`config.mk`:
```
export PLATFORM = sky130hd
export DESIGN_NAME = nc2d_div
export DESIGN_NICKNAME = d
export VERILOG_FILES = /design/src/rtl/core/nc2d_pkg.sv /design/src/rtl/core/nc2d_div.sv
export SDC_FILE = /design/constraint.sdc
export NUM_CORES = 2
export LEC_CHECK = 0
export BUFFER_PORTS_ARGS = -buffer_cell sky130_fd_sc_hd__buf_2
export CAP_MARGIN = 5
export CORE_MARGIN = 2
export CORE_UTILIZATION = 58
export CTS_BUF_LIST = sky130_fd_sc_hd__clkbuf_16
export DETAILED_ROUTE_END_ITERATION = 10
export PLACE_DENSITY_LB_ADDON = 0.05
export SYNTH_ARGS = -nofsm -noshare
export SYNTH_HDL_FRONTEND = slang
export SYNTH_SLANG_ARGS = --single-unit
```
`constraint.sdc`:
```
create_clock -name i_clk -period 4.3 [get_ports i_clk]
set_input_delay 0.215 -clock i_clk [delete_from_list [all_inputs] [get_ports i_clk]]
set_output_delay 0.215 -clock i_clk [all_outputs]
set_load 0.02 [all_outputs]
```
`src/rtl/core/nc2d_pkg.sv`:
```
package nc2d_pkg;

    // pipeline depths and datapath widths
    localparam int SQ_STAGES = 32;   // one root bit per stage, 64-bit radicand
    localparam int DV_STAGES = 15;   // one quotient bit per stage, quotient <= 16384
    localparam int NUM_W     = 47;   // |c| * 16384 + dist / 2 fits below 2^46

    localparam logic signed [15:0] Q14_ONE = 16'sd16384;
    localparam logic signed [15:0] Q14_NEG = -16'sd16384;

    // pair classification
    typedef enum logic [1:0] {
        MODE_CC,    // circle vs circle
        MODE_BB,    // box vs box
        MODE_CB,    // A circle, B box
        MODE_BC     // A box, B circle (solved as circle-box, normal flipped)
    } t_mode;

    typedef struct packed {
        logic               is_box;
        logic signed [30:0] px;
        logic signed [30:0] py;
        logic [29:0]        sx;
        logic [29:0]        sy;
    } t_shape;

    // sideband that rides along the square-root pipeline
    // direct: result already known (box-box, circle center inside box)
    // nx/ny : direct normal, or the fallback normal for a zero distance
    // pen   : direct depth, or the radius (sum) when a distance is still needed
    typedef struct packed {
        logic               direct;
        logic               hit;
        logic               negx;
        logic               negy;
        logic signed [15:0] nx;
        logic signed [15:0] ny;
        logic [30:0]        pen;
        logic [31:0]        magx;
        logic [31:0]        magy;
    } t_sq_side;

    // sideband that rides along the divider pipeline
    typedef struct packed {
        logic               hit;
        logic               use_q;
        logic               negx;
        logic               negy;
        logic signed [15:0] nx;
        logic signed [15:0] ny;
        logic [30:0]        pen;
    } t_dv_side;

endpackage

```
`src/rtl/core/nc2d_div.sv`:
```
module nc2d_div (
    input  logic                        i_clk,
    input  logic                        i_rst_n,
    input  logic                        i_en,
    input  logic                        i_valid,
    input  logic [nc2d_pkg::NUM_W-1:0]  i_num_x,
    input  logic [nc2d_pkg::NUM_W-1:0]  i_num_y,
    input  logic [31:0]                 i_dist,
    input  nc2d_pkg::t_dv_side          i_side,
    output logic                        o_valid,
    output logic [14:0]                 o_qx,
    output logic [14:0]                 o_qy,
    output nc2d_pkg::t_dv_side          o_side
);

    localparam int N = nc2d_pkg::DV_STAGES;
    localparam int W = nc2d_pkg::NUM_W;

    logic [N-1:0]       r_v;
    logic [W-1:0]       in_rx [0:N-1];
    logic [W-1:0]       in_ry [0:N-1];
    logic [14:0]        in_qx [0:N-1];
    logic [14:0]        in_qy [0:N-1];
    logic [31:0]        in_d  [0:N-1];
    nc2d_pkg::t_dv_side in_s  [0:N-1];
    logic [W-1:0]       n_rx  [0:N-1];
    logic [W-1:0]       n_ry  [0:N-1];
    logic [14:0]        n_qx  [0:N-1];
    logic [14:0]        n_qy  [0:N-1];
    logic [W-1:0]       dsh   [0:N-1];
    logic [W-1:0]       r_rx  [0:N-1];
    logic [W-1:0]       r_ry  [0:N-1];
    logic [14:0]        r_qx  [0:N-1];
    logic [14:0]        r_qy  [0:N-1];
    logic [31:0]        r_d   [0:N-1];
    nc2d_pkg::t_dv_side r_s   [0:N-1];

    // stage inputs
    always_comb begin
        in_rx[0] = i_num_x;
        in_ry[0] = i_num_y;
        in_qx[0] = '0;
        in_qy[0] = '0;
        in_d[0]  = i_dist;
        in_s[0]  = i_side;
        for (int k = 1; k < N; k++) begin
            in_rx[k] = r_rx[k-1];
            in_ry[k] = r_ry[k-1];
            in_qx[k] = r_qx[k-1];
            in_qy[k] = r_qy[k-1];
            in_d[k]  = r_d[k-1];
            in_s[k]  = r_s[k-1];
        end
    end

    // restoring division, quotient bit N-1-k in stage k, both axes share the divisor
    always_comb begin
        for (int k = 0; k < N; k++) begin
            dsh[k]  = W'(in_d[k]) << (N - 1 - k);
            n_rx[k] = in_rx[k];
            n_ry[k] = in_ry[k];
            n_qx[k] = in_qx[k];
            n_qy[k] = in_qy[k];
            if (in_rx[k] >= dsh[k]) begin
                n_rx[k]          = in_rx[k] - dsh[k];
                n_qx[k][N-1-k]   = 1'b1;
            end
            if (in_ry[k] >= dsh[k]) begin
                n_ry[k]          = in_ry[k] - dsh[k];
                n_qy[k][N-1-k]   = 1'b1;
            end
        end
    end

    always_ff @(posedge i_clk) begin
        if (!i_rst_n) begin
            r_v <= '0;
        end else if (i_en) begin
            r_v <= {r_v[N-2:0], i_valid};
        end
    end

    always_ff @(posedge i_clk) begin
        if (i_en) begin
            for (int k = 0; k < N; k++) begin
                r_rx[k] <= n_rx[k];
                r_ry[k] <= n_ry[k];
                r_qx[k] <= n_qx[k];
                r_qy[k] <= n_qy[k];
                r_d[k]  <= in_d[k];
                r_s[k]  <= in_s[k];
            end
        end
    end

    assign o_valid = r_v[N-1];
    assign o_qx    = r_qx[N-1];
    assign o_qy    = r_qy[N-1];
    assign o_side  = r_s[N-1];

endmodule
```
== Word-level counts from Yosys, hierarchy flattened ==
Memories as Yosys holds them, arrays and structs flattened.
Cells that the tools add are included.
Storage, ports and cells
  register bits after elaboration: 15
  memory bits (writable): 3345
  bits of input ports: 197
  memories: 6
Memories
  r_s: words 15, width 67, rd ports 15, clocked after Yosys merged registers in 0, write ports 15, line nc2d_div.sv:36  | nc2d_pkg::t_dv_side r_s [0:N-1];
  r_rx: words 15, width 47, rd ports 14, clocked after Yosys merged registers in 0, write ports 15, line nc2d_div.sv:31  | logic [W-1:0] r_rx [0:N-1];
  r_ry: words 15, width 47, rd ports 14, clocked after Yosys merged registers in 0, write ports 15, line nc2d_div.sv:32  | logic [W-1:0] r_ry [0:N-1];
  r_d: words 15, width 32, rd ports 14, clocked after Yosys merged registers in 0, write ports 15, line nc2d_div.sv:35  | logic [31:0] r_d [0:N-1];
  r_qx: words 15, width 15, rd ports 15, clocked after Yosys merged registers in 0, write ports 15, line nc2d_div.sv:33  | logic [14:0] r_qx [0:N-1];
  r_qy: words 15, width 15, rd ports 15, clocked after Yosys merged registers in 0, write ports 15, line nc2d_div.sv:34  | logic [14:0] r_qy [0:N-1];
Operators by class
  add/subtract/negate cells: 30
  magnitude comparators: 30
  multiplexer cells: 62
Operators by type and width (number)
  47-bit 2-to-1 mux: 30
  47-bit by 32-bit >= comparator with 1-bit output: 2
  47-bit by 33-bit >= comparator with 1-bit output: 2
  47-bit by 34-bit >= comparator with 1-bit output: 2
  47-bit by 35-bit >= comparator with 1-bit output: 2
  47-bit by 36-bit >= comparator with 1-bit output: 2
  47-bit by 37-bit >= comparator with 1-bit output: 2
  47-bit by 38-bit >= comparator with 1-bit output: 2
  47-bit by 39-bit >= comparator with 1-bit output: 2
  47-bit by 40-bit >= comparator with 1-bit output: 2
  47-bit by 41-bit >= comparator with 1-bit output: 2
  47-bit by 42-bit >= comparator with 1-bit output: 2
  47-bit by 43-bit >= comparator with 1-bit output: 2
  47-bit by 44-bit >= comparator with 1-bit output: 2
  47-bit by 45-bit >= comparator with 1-bit output: 2
  47-bit by 46-bit >= comparator with 1-bit output: 2
  47-bit by 32-bit subtractor with 47-bit output: 2
  47-bit by 33-bit subtractor with 47-bit output: 2
  47-bit by 34-bit subtractor with 47-bit output: 2
  47-bit by 35-bit subtractor with 47-bit output: 2
  47-bit by 36-bit subtractor with 47-bit output: 2
  47-bit by 37-bit subtractor with 47-bit output: 2
  47-bit by 38-bit subtractor with 47-bit output: 2
  47-bit by 39-bit subtractor with 47-bit output: 2
  8 further kinds: 46

== Longest topological paths before layout ==
An unclocked memory read counts as a cell.
  depth after elaboration: 3
  mapped depth: 16

== Least setup slack after synthesis ==
No wires, ideal clock.
  kind: flip-flop to flip-flop
  start: memory r_rx[1][97] in the netlist's numbering
  end: memory r_rx[1][145] in the netlist's numbering (data pin)
  setup time: 0.260 ns
  data arrival time: 3.496 ns
  required time: 4.040 ns
  setup slack: 0.544 ns
  stages on the path, launching flop included: 16
  clock period less this slack: 3.756 ns
  cells stage by stage: edfxtp_1 > inv_1 > ha_1 > inv_1 > fa_1 > a211oi_1 > o211a_1 > o21ba_2 > o21a_1 > o21ai_1 > a41oi_1 > o21ai_1 > a41oi_1 > clkbuf_1 > clkbuf_1 > mux2_2
RTL lines (line)
  start: declaration: nc2d_div.sv:31

==> summary.txt <==
worst-case clock buffer depth - 4
first-pass GRT wire length - 728 mm
worst-case reg-to-reg path depth - 14
Die Span Y - 521 um
synth warn - 0
Reg clk slew, reported paths - 70 ps
number of synthesized flops with an enable pin - 3009
Post-synth top flop - edfxtp_1
worst-path maximum fanout - 5
violated checks - setup timing
vias in the first global route - 114000
fraction of registers with async set/reset - 0
Final WS setup - -44.5 ps
Final Max Tran Viols - 0
drt via density - 6.30
Clock Skews - 89.5 ps
hold path cells - 2
Reg-to-Reg Start - r_d[1][129]
Yosys top cell by area - edfxtp_1
area delta synth->final - 15.1%
Iteration-0 DRC Markers - 11700
I/O pin count - 295
via count - 113000
hold_ws - 27.1 ps
global route overflow - 0
synthesized instance count - 13000
WP data required - 4930 ps
WL per Instance - 28.0 um
final worst path period need - 4340 ps
Hold Vio Cnt, Final - 0
outcome - complete, but fails checks
final antenna-violating net count - 0
iteration count of the initial detailed-routing pass - 7
MaxCap Viol Count - 0
Seq/Total Area, Yosys - 0.585
kind of critical path - flip-flop to flip-flop
Root Buffer - clkbuf_16
number of buffers created by CTS - 317
f_max - 0.230 GHz
PortBufs - 294
Worst Tran Pin Value - 1350 ps
CTS tree - yes
largest cells by area after synthesis - edfxtp_1 (58%), ha_1 (7.7%), a21oi_1 (3.3%)
HP Start - i_num_y[13]
RD Place Congestion - 1.07
Worst Hold Path EP - r_ry[0][13]
R2R setup slack - -40 ps
P per Cell Area - 690 mW/mm2
Crit path max-delay family - compound AO/OA/AOI/OAI gates
Buf+Inv Stages, Crit Path - 3
Final Total Pwr - 123 mW
layout cells sized above 1 - 0.113
die width - 521 um
Crit path largest cell delay - 520 ps
cell area after synthesis - 0.155 mm2
CP Data Arrival Time - 4970 ps
crit path max-delay cell type - or4_1
worst vdd ir - 0.465 mV
HP Class - primary input to flip-flop
Synth top area share - 0.583
# rows - 189
total wire length - 501 mm
Clk Latency, worst-skew pair - 960 ps
Post-DP HPWL - 376 mm
Synthesized Nets - 14200
Initial Util - 0.584
CORE AREA - 0.266 mm2
Final Setup Violations - 6
#FFs+latches synth - 3024
crit share post-route - 1.01
gr usage total - 0.362
worst r2r dst - r_ry[1][271]
clk sinks - 3024
H-tree Lvls - 5
Slew headroom - 0.101
cells along the critical path - inv_1 > ha_1 > nor2b_1 > o21a_1 > o21a_1 > o211ai_1 > buf_4 > o21ai_1 > a22o_1 > a221oi_2 > buf_4 > nor3b_1 > or4_1 > xnor2_1
Startpoint Class - flip-flop
DRC - 0
post-layout util - 0.671
die area - 0.271 mm2
library cells used by synthesis - 86
antenna violations before repair - 22
Crit. End Element - flip-flop
synthesized area per cell - 11.9 um2
pin count of the biggest net entering global routing - 144
LEAKAGE - 69.6 nW
Nets - 15300
[metrics by stage]
step,std cells,cell area [um2],TNS [ps],setup slack (ps)
after global placement,17100,165000,-2070,-213
after global routing,17900,178000,-77.0,-46.6
final,17900,178000,-158,-44.5
after CTS,17900,178000,0,1.31
after floorplan,13000,155000,0,544
after detailed placement,17100,165000,-1250,-195
[power breakdown]
| part | internal [mW] | switching (mW) |
|---|---|---|
| clock network | 15.5 | 12.2 |
| registers | 41.1 | 5.32 |
| logic | 19.7 | 29.1 |
| total | 76.4 | 46.6 |
[area by class of cell]
cell class | count | area, um2
flip-flops and latches | 3024 | 90700
well taps | 3533 | 4420
fillers | 18600 | 87200
clock buffers | 319 | 7980
diodes | 14 | 35.0
clock inverters | 257 | 2420
inverters | 772 | 2900
multi-input cells | 8875 | 60600
repair buffers | 1145 | 9280
[flip-flops by register name, indices dropped and copies added (netlist names)]
register  count
r_d         448
r_qx        120
r_qy        120
r_rx        658
r_ry        658
r_s        1005
r_v          15
[logic make-up (layout without fill, tap and decap cells)]
family	count (synthesis)	count (layout)	synth area share
AOI/OAI and AO/OA	3478	3478	0.139
xor gates and xnor gates	951	951	0.0537
adders and majority gates	988	988	0.0811
buffers and inverters	1107	2493	0.0270
DFF	3024	3024	0.585
muxes	164	164	0.0116
other	0	14	0
and+or+nand+nor	3294	3294	0.103
[worst max path at each step]
| stage | slack (ps) | cells after the start | startpoint | endpoint |
|---|---|---|---|---|
| 2_1_floorplan | 540 | 15 | r_rx[1][97] | r_rx[1][145] |
| 3_3_place_gp | -210 | 14 | r_d[1][22] | r_rx[1][61] |
| 3_5_place_dp | -190 | 14 | r_d[1][22] | r_rx[1][61] |
| 4_1_cts | 1 | 14 | r_d[0][64] | r_ry[0][182] |
| 5_1_grt | -50 | 15 | r_d[0][96] | r_ry[0][228] |
| 6_report | -40 | 14 | r_d[1][129] | r_ry[1][271] |
[cell usage after synthesis, drive strengths merged, types with 37 or more instances]
library cell	instances
edfxtp	3009
xnor2	517
nor2b	146
clkbuf	288
nand3	218
or2	38
o21a	108
or4	43
a31oi	104
nor4b	37
o21ai	991
a21oi	1009
mux2	127
xor2	434
inv	769
a21o	511
o31ai	86
o21bai	129
and2	39
nor3	194
nor4	123
and3	113
a211oi	103
ha	960
o211ai	66
nor2	701
or3	69
mux2i	37
nand2b	150
nand2	1118
buf	47
nand4	187
[cells in the final DEF (no fill, tap or decap), types with 144 or more instances in the layout]
cell,count
nand2_1,1116
a21o_1,511
nor3_1,191
o21ai_0,978
ha_1,960
a21oi_1,1004
buf_4,525
nand4_1,187
buf_2,294
nor2b_1,144
clkbuf_16,319
inv_1,833
nand3_1,218
nor2_1,701
dlygate4sd3_1,265
nand2b_1,150
xor2_1,434
edfxtp_1,3009
xnor2_1,513
[routing by layer]
layer,GRT usage,vias up,routed length (um)
met4,0.311,12,53000
met3,0.0536,1882,33100
met2,0.641,6109,250000
li1,-,51000,-
met5,0,-,71
met1,0.377,53900,165000
[repair_timing]
action | CTS | global route
endpoints found under the hold margin | 247 | 0
setup endpoints to repair | 38 | 138
pin swaps | 1 | 4
gates resized for setup | 9 | 37
setup buffers | 2 | 2
hold buffers | 265 | 0
(Power assumes the default switching activity.)
